<file path="config.mk">
export PLATFORM = sky130hd
export DESIGN_NAME = maze_wall_follower_step
export DESIGN_NICKNAME = d
export VERILOG_FILES = /design/src/hdl/mwf_pkg.sv /design/src/hdl/mwf_maze_ram.sv /design/src/hdl/mwf_out_fifo.sv /design/src/hdl/mwf_walker.sv /design/src/hdl/maze_wall_follower_step.sv
export SDC_FILE = /design/constraint.sdc
export NUM_CORES = 1
export LEC_CHECK = 0
export CORE_MARGIN = 2
export CORE_UTILIZATION = 60
export DETAILED_ROUTE_END_ITERATION = 10
export DONT_BUFFER_PORTS = 1
export GPL_ROUTABILITY_DRIVEN = 0
export PLACE_DENSITY = 0.84
export SYNTH_ARGS = -nofsm -noshare
export SYNTH_HDL_FRONTEND = slang
export SYNTH_SLANG_ARGS = --single-unit
</file>
<file path="constraint.sdc">
create_clock -name clk -period 13.3 [get_ports clk]
set_input_delay 0.665 -clock clk [delete_from_list [all_inputs] [get_ports clk]]
set_output_delay 0.665 -clock clk [all_outputs]
set_load 0.02 [all_outputs]
</file>
<file path="src/hdl/mwf_pkg.sv">
// shared types and codes of the maze wall follower
package mwf_pkg;

  localparam int MAZE_SIZE_DEF = 16;

  localparam logic [1:0] OP_LOAD    = 2'd0;
  localparam logic [1:0] OP_STEP    = 2'd1;
  localparam logic [1:0] OP_RESTART = 2'd2;

  localparam logic [1:0] HEAD_EAST  = 2'd0;
  localparam logic [1:0] HEAD_SOUTH = 2'd1;
  localparam logic [1:0] HEAD_WEST  = 2'd2;
  localparam logic [1:0] HEAD_NORTH = 2'd3;

  localparam logic [1:0] STAT_MOVED  = 2'd0;
  localparam logic [1:0] STAT_EXIT   = 2'd1;
  localparam logic [1:0] STAT_NOEXIT = 2'd2;
  localparam logic [1:0] STAT_DONE   = 2'd3;

  localparam logic [1:0] CFG_START_ROW     = 2'd0;
  localparam logic [1:0] CFG_START_COL     = 2'd1;
  localparam logic [1:0] CFG_START_HEADING = 2'd2;

  typedef enum logic {
    S_IDLE,
    S_PROBE
  } state_t;

  typedef struct packed {
    logic [1:0] status;
    logic [1:0] heading;
    logic [3:0] pos_col;
    logic [3:0] pos_row;
  } result_t;

endpackage

</file>
<file path="src/hdl/mwf_maze_ram.sv">
// wall bit store with registered read and clearing pass after reset
module mwf_maze_ram #(
  parameter int MAZE_SIZE = mwf_pkg::MAZE_SIZE_DEF,
  parameter int AW = $clog2(MAZE_SIZE * MAZE_SIZE)
) (
  input  logic          clk,
  input  logic          rst,
  input  logic          we,
  input  logic [AW-1:0] waddr,
  input  logic          wdata,
  input  logic [AW-1:0] raddr,
  output logic          rdata,
  output logic          busy
);
  import mwf_pkg::*;

  localparam int DEPTH = MAZE_SIZE * MAZE_SIZE;
  localparam logic [AW-1:0] LAST_ADDR = AW'(DEPTH - 1);

  logic          mem [DEPTH];
  logic [AW-1:0] clr_addr;
  logic          mem_we;
  logic [AW-1:0] mem_addr;
  logic          mem_data;

  always_ff @(posedge clk) begin
    if (rst) begin
      busy     <= 1'b1;
      clr_addr <= '0;
    end else if (busy) begin
      clr_addr <= clr_addr + 1'b1;
      if (clr_addr == LAST_ADDR) begin
        busy <= 1'b0;
      end
    end
  end

  assign mem_we   = busy | we;
  assign mem_addr = busy ? clr_addr : waddr;
  assign mem_data = busy ? 1'b0 : wdata;

  always_ff @(posedge clk) begin
    if (mem_we) begin
      mem[mem_addr] <= mem_data;
    end
  end

  always_ff @(posedge clk) begin
    rdata <= mem[raddr];
  end

endmodule

</file>
<file path="src/hdl/mwf_out_fifo.sv">
// two-entry result queue in front of the output stream
module mwf_out_fifo (
  input  logic             clk,
  input  logic             rst,
  input  logic             push,
  input  mwf_pkg::result_t push_data,
  output logic             full,
  output logic             m_axis_tvalid,
  input  logic             m_axis_tready,
  output mwf_pkg::result_t head
);
  import mwf_pkg::*;

  result_t    slots [2];
  logic       wr_ptr;
  logic       rd_ptr;
  logic [1:0] count;
  logic       pop;

  assign pop           = m_axis_tvalid & m_axis_tready;
  assign m_axis_tvalid = (count != 2'd0);
  assign full          = (count == 2'd2);
  assign head          = slots[rd_ptr];

  always_ff @(posedge clk) begin
    if (rst) begin
      wr_ptr <= 1'b0;
      rd_ptr <= 1'b0;
      count  <= 2'd0;
    end else begin
      if (push) begin
        wr_ptr <= ~wr_ptr;
      end
      if (pop) begin
        rd_ptr <= ~rd_ptr;
      end
      priority case ({push, pop})
        2'b10:   count <= count + 2'd1;
        2'b01:   count <= count - 2'd1;
        default: count <= count;
      endcase
    end
  end

  always_ff @(posedge clk) begin
    if (push) begin
      slots[wr_ptr] <= push_data;
    end
  end

endmodule

</file>
<file path="src/hdl/mwf_walker.sv">
// walker state, start registers and neighbour probe sequencer
module mwf_walker #(
  parameter int MAZE_SIZE = mwf_pkg::MAZE_SIZE_DEF,
  parameter int IW = $clog2(MAZE_SIZE),
  parameter int AW = $clog2(MAZE_SIZE * MAZE_SIZE)
) (
  input  logic             clk,
  input  logic             rst,
  input  logic             cfg_valid,
  input  logic [1:0]       cfg_index,
  input  logic [3:0]       cfg_data,
  input  logic             s_axis_tvalid,
  output logic             s_axis_tready,
  input  logic [1:0]       opcode,
  input  logic [3:0]       cell_row,
  input  logic [3:0]       cell_col,
  input  logic             cell_wall,
  output logic             ram_we,
  output logic [AW-1:0]    ram_waddr,
  output logic             ram_wdata,
  output logic [AW-1:0]    ram_raddr,
  input  logic             ram_rdata,
  input  logic             ram_busy,
  input  logic             fifo_full,
  output logic             push,
  output mwf_pkg::result_t push_data
);
  import mwf_pkg::*;

  localparam int CW = (IW + 1 > 4) ? IW + 1 : 4;
  localparam logic [IW-1:0] LAST = IW'(MAZE_SIZE - 1);
  localparam logic [CW-1:0] LAST_EXT = CW'(MAZE_SIZE - 1);
  localparam logic [CW-1:0] SIZE_EXT = CW'(MAZE_SIZE);

  typedef struct packed {
    logic [IW-1:0] row;
    logic [IW-1:0] col;
    logic [1:0]    head;
    logic          oob;
  } cand_t;

  function automatic logic [1:0] try_head(input logic [1:0] h, input logic [1:0] k);
    logic [1:0] t;
    unique case (k)
      2'd0:    t = 2'(h + 2'd1);
      2'd1:    t = h;
      default: t = 2'(h + 2'd3);
    endcase
    return t;
  endfunction

  function automatic cand_t neighbour(input logic [IW-1:0] r, input logic [IW-1:0] c,
                                      input logic [1:0] h);
    cand_t n;
    n.row  = r;
    n.col  = c;
    n.head = h;
    n.oob  = 1'b0;
    unique case (h)
      HEAD_EAST: begin
        n.col = c + 1'b1;
        n.oob = (c == LAST);
      end
      HEAD_SOUTH: begin
        n.row = r + 1'b1;
        n.oob = (r == LAST);
      end
      HEAD_WEST: begin
        n.col = c - 1'b1;
        n.oob = (c == '0);
      end
      default: begin
        n.row = r - 1'b1;
        n.oob = (r == '0);
      end
    endcase
    return n;
  endfunction

  state_t        state, state_next;
  logic [1:0]    try_k, try_k_next;
  logic [IW-1:0] walker_row, walker_row_next;
  logic [IW-1:0] walker_col, walker_col_next;
  logic [1:0]    walker_heading, walker_heading_next;
  logic [3:0]    start_row, start_col;
  logic [1:0]    start_heading;
  cand_t         cand, cand_next, issue_cand;
  logic [1:0]    issue_k;
  logic          accept;
  logic          wall;
  logic [1:0]    status;
  logic [CW-1:0] cell_row_ext, cell_col_ext;
  logic [CW-1:0] start_row_ext, start_col_ext;
  logic [CW-1:0] out_row_ext, out_col_ext;
  logic [IW-1:0] clamp_row, clamp_col;

  assign s_axis_tready = (state == S_IDLE) && !ram_busy && !fifo_full;
  assign accept        = s_axis_tvalid & s_axis_tready;
  assign wall          = cand.oob | ram_rdata;

  assign cell_row_ext  = CW'(cell_row);
  assign cell_col_ext  = CW'(cell_col);
  assign start_row_ext = CW'(start_row);
  assign start_col_ext = CW'(start_col);
  assign clamp_row = (start_row_ext > LAST_EXT) ? LAST : start_row_ext[IW-1:0];
  assign clamp_col = (start_col_ext > LAST_EXT) ? LAST : start_col_ext[IW-1:0];

  assign issue_k    = (state == S_PROBE) ? 2'(try_k + 2'd1) : 2'd0;
  assign issue_cand = neighbour(walker_row, walker_col, try_head(walker_heading, issue_k));
  assign ram_raddr  = issue_cand.oob ? '0
                    : AW'(AW'(issue_cand.row) * AW'(MAZE_SIZE) + AW'(issue_cand.col));

  assign ram_waddr = AW'(AW'(cell_row_ext[IW-1:0]) * AW'(MAZE_SIZE)
                   + AW'(cell_col_ext[IW-1:0]));
  assign ram_wdata = cell_wall;

  assign out_row_ext       = CW'(walker_row_next);
  assign out_col_ext       = CW'(walker_col_next);
  assign push_data.pos_row = out_row_ext[3:0];
  assign push_data.pos_col = out_col_ext[3:0];
  assign push_data.heading = walker_heading_next;
  assign push_data.status  = status;

  always_comb begin
    state_next          = state;
    try_k_next          = try_k;
    cand_next           = cand;
    walker_row_next     = walker_row;
    walker_col_next     = walker_col;
    walker_heading_next = walker_heading;
    ram_we              = 1'b0;
    push                = 1'b0;
    status              = STAT_DONE;
    unique case (state)
      S_IDLE: begin
        if (accept) begin
          unique case (opcode)
            OP_LOAD: begin
              ram_we = (cell_row_ext < SIZE_EXT) && (cell_col_ext < SIZE_EXT);
              push   = 1'b1;
            end
            OP_STEP: begin
              if (walker_col == LAST || walker_row == LAST || walker_row == '0) begin
                push   = 1'b1;
                status = STAT_EXIT;
              end else if (walker_col == '0 && walker_heading == HEAD_WEST) begin
                push   = 1'b1;
                status = STAT_NOEXIT;
              end else begin
                cand_next  = issue_cand;
                try_k_next = 2'd0;
                state_next = S_PROBE;
              end
            end
            OP_RESTART: begin
              walker_row_next     = clamp_row;
              walker_col_next     = clamp_col;
              walker_heading_next = start_heading;
              push                = 1'b1;
            end
            default: begin
              push = 1'b1;
            end
          endcase
        end
      end
      S_PROBE: begin
        if (!wall) begin
          walker_row_next     = cand.row;
          walker_col_next     = cand.col;
          walker_heading_next = cand.head;
          push                = 1'b1;
          status              = STAT_MOVED;
          state_next          = S_IDLE;
        end else if (try_k == 2'd2) begin
          walker_heading_next = 2'(walker_heading + 2'd2);
          push                = 1'b1;
          status              = STAT_MOVED;
          state_next          = S_IDLE;
        end else begin
          cand_next  = issue_cand;
          try_k_next = issue_k;
        end
      end
      default: begin
        state_next = S_IDLE;
      end
    endcase
  end

  always_ff @(posedge clk) begin
    if (rst) begin
      state          <= S_IDLE;
      try_k          <= 2'd0;
      walker_row     <= IW'(2);
      walker_col     <= '0;
      walker_heading <= HEAD_EAST;
    end else begin
      state          <= state_next;
      try_k          <= try_k_next;
      walker_row     <= walker_row_next;
      walker_col     <= walker_col_next;
      walker_heading <= walker_heading_next;
    end
  end

  always_ff @(posedge clk) begin
    cand <= cand_next;
  end

  always_ff @(posedge clk) begin
    if (rst) begin
      start_row     <= 4'd2;
      start_col     <= 4'd0;
      start_heading <= HEAD_EAST;
    end else if (cfg_valid) begin
      unique case (cfg_index)
        CFG_START_ROW:     start_row     <= cfg_data;
        CFG_START_COL:     start_col     <= cfg_data;
        CFG_START_HEADING: start_heading <= cfg_data[1:0];
        default:           start_row     <= start_row;
      endcase
    end
  end

  a_accept_idle: assert property (@(posedge clk) disable iff (rst)
    accept |-> (state == S_IDLE) && !ram_busy)
    else $error("transaction taken while walker busy");

  a_push_space: assert property (@(posedge clk) disable iff (rst)
    push |-> !fifo_full)
    else $error("result pushed into full queue");

  a_probe_range: assert property (@(posedge clk) disable iff (rst)
    (state == S_PROBE) |-> (try_k != 2'd3))
    else $error("probe index out of range");

  a_turn_around: assert property (@(posedge clk) disable iff (rst)
    (state == S_PROBE && try_k == 2'd2 && wall)
      |=> (walker_heading == 2'($past(walker_heading) + 2'd2)) && (state == S_IDLE))
    else $error("dead end did not reverse heading");

endmodule

</file>
<file path="src/hdl/maze_wall_follower_step.sv">
// top level of the right-hand maze wall follower
//
// channel  dir  handshake                    payload
// cfg      in   cfg_valid / cfg_ready        cfg_index, cfg_data
// s_axis   in   s_axis_tvalid / tready       tuser opcode, tdata cell fields
// m_axis   out  m_axis_tvalid / tready       tuser status, tdata position
//
// load, restart and edge steps are answered without a probe; a step that probes makes
// one wall store read per tried direction
// after reset the wall store is cleared, with s_axis_tready low until the clearing is done;
// configuration writes are taken throughout
// a two-entry result queue lets new transactions in while results wait
module maze_wall_follower_step #(
  parameter int MAZE_SIZE = mwf_pkg::MAZE_SIZE_DEF
) (
  input  logic        clk,
  input  logic        rst,
  input  logic        cfg_valid,
  output logic        cfg_ready,
  input  logic [1:0]  cfg_index,
  input  logic [3:0]  cfg_data,
  input  logic        s_axis_tvalid,
  output logic        s_axis_tready,
  input  logic [15:0] s_axis_tdata,  // cell_row[3:0], cell_col[7:4], cell_wall[8], zero
  input  logic [1:0]  s_axis_tuser,  // opcode[1:0]
  output logic        m_axis_tvalid,
  input  logic        m_axis_tready,
  output logic [15:0] m_axis_tdata,  // pos_row[3:0], pos_col[7:4], heading[9:8], zero
  output logic [1:0]  m_axis_tuser   // status[1:0]
);
  import mwf_pkg::*;

  localparam int IW = $clog2(MAZE_SIZE);
  localparam int AW = $clog2(MAZE_SIZE * MAZE_SIZE);

  logic          ram_we;
  logic [AW-1:0] ram_waddr;
  logic          ram_wdata;
  logic [AW-1:0] ram_raddr;
  logic          ram_rdata;
  logic          ram_busy;
  logic          fifo_full;
  logic          push;
  result_t       push_data;
  result_t       head;

  assign cfg_ready    = 1'b1;
  assign m_axis_tdata = {6'd0, head.heading, head.pos_col, head.pos_row};
  assign m_axis_tuser = head.status;

  mwf_maze_ram #(
    .MAZE_SIZE (MAZE_SIZE),
    .AW        (AW)
  ) u_ram (
    .clk   (clk),
    .rst   (rst),
    .we    (ram_we),
    .waddr (ram_waddr),
    .wdata (ram_wdata),
    .raddr (ram_raddr),
    .rdata (ram_rdata),
    .busy  (ram_busy)
  );

  mwf_walker #(
    .MAZE_SIZE (MAZE_SIZE),
    .IW        (IW),
    .AW        (AW)
  ) u_walker (
    .clk           (clk),
    .rst           (rst),
    .cfg_valid     (cfg_valid),
    .cfg_index     (cfg_index),
    .cfg_data      (cfg_data),
    .s_axis_tvalid (s_axis_tvalid),
    .s_axis_tready (s_axis_tready),
    .opcode        (s_axis_tuser),
    .cell_row      (s_axis_tdata[3:0]),
    .cell_col      (s_axis_tdata[7:4]),
    .cell_wall     (s_axis_tdata[8]),
    .ram_we        (ram_we),
    .ram_waddr     (ram_waddr),
    .ram_wdata     (ram_wdata),
    .ram_raddr     (ram_raddr),
    .ram_rdata     (ram_rdata),
    .ram_busy      (ram_busy),
    .fifo_full     (fifo_full),
    .push          (push),
    .push_data     (push_data)
  );

  mwf_out_fifo u_fifo (
    .clk           (clk),
    .rst           (rst),
    .push          (push),
    .push_data     (push_data),
    .full          (fifo_full),
    .m_axis_tvalid (m_axis_tvalid),
    .m_axis_tready (m_axis_tready),
    .head          (head)
  );

endmodule

</file>
Yosys cells after proc, flatten, opt, wreduce, memory -nomap -nowiden
Memories as Yosys holds them, arrays and structs flattened. A register that Yosys moved wholly into a read port is not among the register bits.
Cells that the tools add are included.
Cells by class
  add/subtract/negate cells: 13
  $lt $le $gt $ge: 4
  equal/unequal tests: 21
  mux-type cells: 70
  bitwise gates (word level): 7
  reduce and logical (&&, ||, !) cells: 21
Operators by type and width (count)
  two-way mux 11 bit: 6
  two-way mux 2 bit: 16
  two-way mux 4 bit: 8
  case mux 4 bit (2 select lines): 4
  two-way mux 1 bit: 25
  case mux 11 bit (2 select lines): 1
  case mux 2 bit (2 select lines): 5
  adder 8 x 4 -> 8 bit: 2
  two-way mux 8 bit: 2
  == test 2 bit (second input constant): 7
  == test 2 x 1 -> 1 bit (second input constant): 5
  < comparator 4 x 5 -> 1 bit (second input constant): 2
  inequality test 2 bit (second input constant): 5
  adder 4 x 1 -> 4 bit (second input constant): 2
  adder 8 x 1 -> 8 bit (second input constant): 1
  == test 4 bit (second input constant): 2
  == test 8 bit (second input constant): 1
  greater-than comparator 4 bit (second input constant): 2
  zero test 2 bit: 4
  zero test 4 bit: 2
  subtractor 4 x 1 -> 4 bit (second input constant): 2
  adder 2 x 1 -> 2 bit (second input constant): 3
  AND reduction 2 bit: 3
  AND reduction 6 bit: 1
  13 further kinds: 25
Storage, ports and cells
  register bits: 47
  RAM bits: 280
  output and inout port bits: 21
  logic and storage cells: 155
  memories kept: 2
Memories
  u_ram.mem: depth 256, width 1, rd ports 1, clocked after Yosys merged registers in 1, write ports 1, line mwf_maze_ram.sv:20  | logic mem [DEPTH];
  u_fifo.slots: depth 2, width 12, rd ports 1, clocked after Yosys merged registers in 1, write ports 1, line mwf_out_fifo.sv:14  | result_t slots [2];

Depth between registers and ports, before layout
  depth in word-level cells: 12
  mapped depth: 24

Hierarchy
Synthesis repeated with hierarchy kept, for this count alone.
Second synthesis, totals
  cells, all modules: 1162
  area, all modules: 15060.7 um^2
Modules (own cells, without submodules)
  mwf_maze_ram: times used 1, cells each 879, area an instance 11841.4 um^2
  mwf_walker: times used 1, cells each 214, area an instance 2083.2 um^2
  mwf_out_fifo: times used 1, cells each 60, area an instance 1076.0 um^2
  maze_wall_follower_step: times used 1, cells each 9, area an instance 60.1 um^2

Least setup slack after synthesis
OpenSTA, ideal clock, no wires.
  path type: register to register
  start point: register u_ram.busy
  end point: memory u_ram.mem[0] (data pin)
  library setup time: 1.446 ns
  arrival time: 6.914 ns
  data required time: 11.854 ns
  slack: 4.940 ns
  cell stages (with the launch flop): 4
  buffers on the path: 2
  cell sequence: dfxtp_1 > clkbuf_1 > clkbuf_1 > nor2b_1
On the way
  longest elaborated chain between the ends: 1
RTL lines
  start: declaration: line mwf_maze_ram.sv:13  | output logic busy
  start signal: assignment: line mwf_maze_ram.sv:28  | busy <= 1'b1;
  start signal: assignment: line mwf_maze_ram.sv:33  | busy <= 1'b0;
  two-way mux 1 bit: line mwf_maze_ram.sv:40  | assign mem_data = busy ? 1'b0 : wdata;
  via u_ram.mem_data: line mwf_maze_ram.sv:24  | logic mem_data;
  end: declaration: line mwf_maze_ram.sv:20
The timed path passes the listed nets, and every way through them passes these cells.

Final worst setup path
  start point: register u_walker.try_k[0]
  end point: register u_ram.rdata (read register of u_ram.mem)
On the way
  longest elaborated chain between the ends: 9
  elaborated cells on any way between the ends: 14
RTL lines
  start: declaration: line mwf_walker.sv:81  | logic [1:0] try_k, try_k_next;
  start signal: assignment: line mwf_walker.sv:200  | try_k <= try_k_next;
  adder 2 x 1 -> 2 bit *: line mwf_walker.sv:108  | assign issue_k = (state == S_PROBE) ? 2'(try_k + 2'd1) : 2'd0;
  two-way mux 2 bit *: line mwf_walker.sv:108
  == test 2 x 1 -> 1 bit or zero test 2 bit (tied branches): line mwf_walker.sv:44  | unique case (k)
  case mux 2 bit (2 select lines) *: line mwf_walker.sv:44
  == test 2 bit or zero test 2 bit (tied branches): line mwf_walker.sv:59  | unique case (h)
  OR reduction 2 bit (no source line)
  case mux 4 bit (2 select lines): line mwf_walker.sv:59
  adder 8 x 4 -> 8 bit: line mwf_walker.sv:111  | : AW'(AW'(issue_cand.row) * AW'(MAZE_SIZE) + AW'(issue_cand.col));
  two-way mux 8 bit *: line mwf_walker.sv:110  | assign ram_raddr = issue_cand.oob ? '0
  end: declaration: line mwf_maze_ram.sv:12  | output logic rdata,
Every way passes the cells marked *; elsewhere a longest branch is shown, timed or not.
A chain may end at the register's enable or synchronous reset.

==> flow_summary_export.csv <==
group,metric,value,unit
synth,synth-async-reset-ratio,0,
floorplanning,io_pins,50,
floorplanning,die-area,27600,µm²
sta,fin_crit_sh,0.490,
status,outcome,"finished, final reports clean",
clocking,clk_pin_slew,0.06,ns
clocking,htree_levels,2,
pwr,ir_drop,0.000142,V
setup_path,crit_required,13.70,ns
synth,ys_seq_area_frac,0.601,
drt,antenna_left,0,
worst_hold_path,worstHoldPathCells,1,
setup_path,crit_arrival,6.91,ns
sta,hold_ws,0.209,ns
sta,setup_viol,0,
sta,tightest_slew,1.25,ns
global_route,grt_pass1_wl,64.0,mm
layout,fillerInstances,1900,
synth,yosys.cell_types.count,84,
clocking,post_cts_resized,0,
floorplanning,core_area,26000,µm²
drt,first_pass_iters,6,
global_route,grt_pass1_vias,11590,
setup_path,cp_max_fo,39,
clocking,insertion_delay,0.52,ns
setup_path,slowest_delay,0.96,ns
synth,yosys.area_share.simple,0.176,
drt,via_per_inst,6.68,
sta,maxSlewHeadroom,0.164,
sta,max_freq,154,MHz
synth,synth.mux.area_fraction,0.0588,
drt,drt-total-wl,41.8,mm
setup_path,start_kind,"flip-flop",
synth,synth_ff_type,"edfxtp_1",
clocking,numCtsBuffers,34,
synth,postSynthAreaPerCell,10.7,µm²
sta,setup-tns-final,0,ns
global_route,grt_overflow_total,0,
synth,ys_warn_count,0,
setup_path,crit_type,"flip-flop to flip-flop",
setup_path,cp_slowest_cell,"nand2_2",
drt,wl_per_cell,23.5,µm
layout,diodes,0,
clocking,ctsLongestPathBuffers,3,
sta,fin_worst_skew,0.0273,ns
sta,period_minus_slack,6.51,ns
pwr,power_density,120,nW/µm²
global_route,grt_usage,0.298,
setup_path,reg2reg_slack,6.79,ns
layout,final_cell_mix,"nor2_1, edfxtp_1, nand2_1",
placed_design,placed_area,15900,µm²
layout,final_area,16900,µm²
clocking,clock_sinks,329,
clocking,cts_hold_buf,0,
floorplanning,initial_core_util,0.608,
clocking,cts_setup_buffers,0,
worst_hold_path,hold_path_class,"primary input to flip-flop",
placed_design,dp_hpwl,23.8,mm
sta,drv_slew,0,
global_route,grt_max_degree,140,
floorplanning,num_rows,59,
synth,synth-edff-count,291,
synth,synth-xor-area-share,0.0116,
clocking,cts_tree,"yes",
layout,final_common_cell,"nor2_1",
pwr,leakage,5.58,nW
synth,yosys.area_share.adder,0.00602,
synth,synthCells,1472,
global_route,antenna_found_initial,0,
synth,synth_seq_cells,329,
synth,synth_area,15800,µm²
setup_path,end_kind,"flip-flop",
clocking,cts_root_buf,"clkbuf_16",
layout,final_nets,1455,
drt,drc,0,
drt,vias,11860,
synth,synth_top_family_by_area,"simple AND/OR/NAND/NOR gates",
setup_path,crit_chain,"inv_1 -> ha_1 -> nor3b_2 -> a211oi_4 -> nor2_4 -> nand2_1 -> xnor2_1 -> ha_1 -> nor2_1 -> nor2_1 -> a221oi_1 -> and4_1 -> buf_4 -> clkinv_2 -> nand2_2 -> nand2_1 -> o2111ai_1 -> a41o_1 -> o311ai_0 -> o211ai_1 -> a32oi_1",
floorplanning,fp.dieW,166,µm
setup_path,worstRegToRegCells,21,
floorplanning,dieHeight,166,µm
run,cap_viol_max_count,0,
sta,hold_viol,0,
drt,drt_iter0_markers,1696,
layout,drive_above_1_share,0.0729,
placed_design,numPortBuffers,0,
layout,area_growth,7.09,%
synth,synth_compound_area_frac,0.107,
sta,rsz0062_at_grt,"false",
Yosys cell counts (13+ instances only):
cell        n  area (µm²)
edfxtp_1  291        8740
nand2_1   185         694
nand3_1    40         200
a211oi_1   21         158
a21oi_1    35         175
nor2_1    326        1220
a31oi_1    22         138
mux2_2     15         169
o21ai_0    33         165
clkbuf_1   69         259
xnor2_1    13         114
buf_2      24         120
dfxtp_1    38         761
nor3_1     24         120
inv_1      23        86.3
nand4_1    13        81.3
mux2i_1    70         701
cells by family after synthesis:
kind of cell | Yosys count
mux | 89
xor+xnor | 18
simple gates | 655
fa+ha+maj | 7
flops | 329
compound gates | 231
buf+inv | 141
other cells | 2
stage by stage:
| step | setup WS, ns | utilization | power, mW | instances |
|---|---|---|---|---|
| 4_1_cts | 7.01 | 0.651 | 2.04 | 1776 |
| 3_5_place_dp | 7.03 | 0.612 | 1.16 | 1718 |
| 2_1_floorplan | 4.94 | - | 1.15 | 1477 |
| 3_3_place_gp | 7.13 | 0.612 | 1.16 | 1718 |
| 6_report | 6.79 | 0.651 | 2.04 | 1776 |
| 5_1_grt | 6.39 | 0.651 | 2.08 | 1776 |
sequential cells by signal, summed over array words and instances (netlist names), named ones only:
register / cells
u_ram.clr_addr: 8
u_fifo.rd_ptr: 1
u_fifo.count: 2
u_ram.mem: 256
u_walker.state: 1
u_walker.cand: 11
u_ram.busy: 1
u_walker.start_col: 4
u_walker.start_row: 4
u_walker.try_k: 2
u_walker.walker_col: 4
u_ram.rdata: 1
u_walker.walker_heading: 2
u_fifo.slots: 24
u_walker.walker_row: 4
u_walker.start_heading: 2
u_fifo.wr_ptr: 1
critical path: cells and delay by family, from the launching register on:
kind	cells	cell delay, ns
adder cells (fa/ha/maj)	2	0.66
XOR/XNOR	1	0.15
flip-flops	1	0.40
buffers and inverters	3	1.04
AND/OR/NAND/NOR	8	2.68
AO/OA/AOI/OAI	7	1.37
power by group:
group | leakage [nW] | switching [mW] | internal, mW
Sequential | 3.00 | 0.00198 | 1.11
Clock | 0.505 | 0.382 | 0.516
Combinational | 2.07 | 0.0223 | 0.00553
Total | 5.58 | 0.406 | 1.63
final timing paths:
check,from,to
max reg2reg,u_walker.try_k[0]$_SDFFE_PP0P_,u_ram.rdata$_DFF_P_
max,u_walker.try_k[0]$_SDFFE_PP0P_,u_ram.rdata$_DFF_P_
min reg2reg,u_walker.start_row[3]$_SDFFE_PP0P_,u_walker.start_row[3]$_SDFFE_PP0P_
min,rst,u_walker.walker_heading[1]$_SDFF_PP0_
layer usage:
| metal | part of all wire | global-route usage |
|---|---|---|
| met1 | 0.35 | 0.372 |
| met2 | 0.49 | 0.497 |
| met5 | 0 | 0 |
| met3 | 0.12 | 0.0577 |
| met4 | 0.048 | 0.156 |
final cells by class:
class | count | area (µm²) | share of cell area
Clock inverter | 13 | 123 | 0.00725
Multi-Input combinational cell | 1007 | 5720 | 0.338
Clock buffer | 45 | 902 | 0.0533
Sequential cell | 329 | 9500 | 0.561
Timing Repair Buffer | 20 | 150 | 0.00888
Tap cell | 335 | 419 | 0.0248
Inverter | 27 | 103 | 0.00606
(Power assumes the default switching activity.)
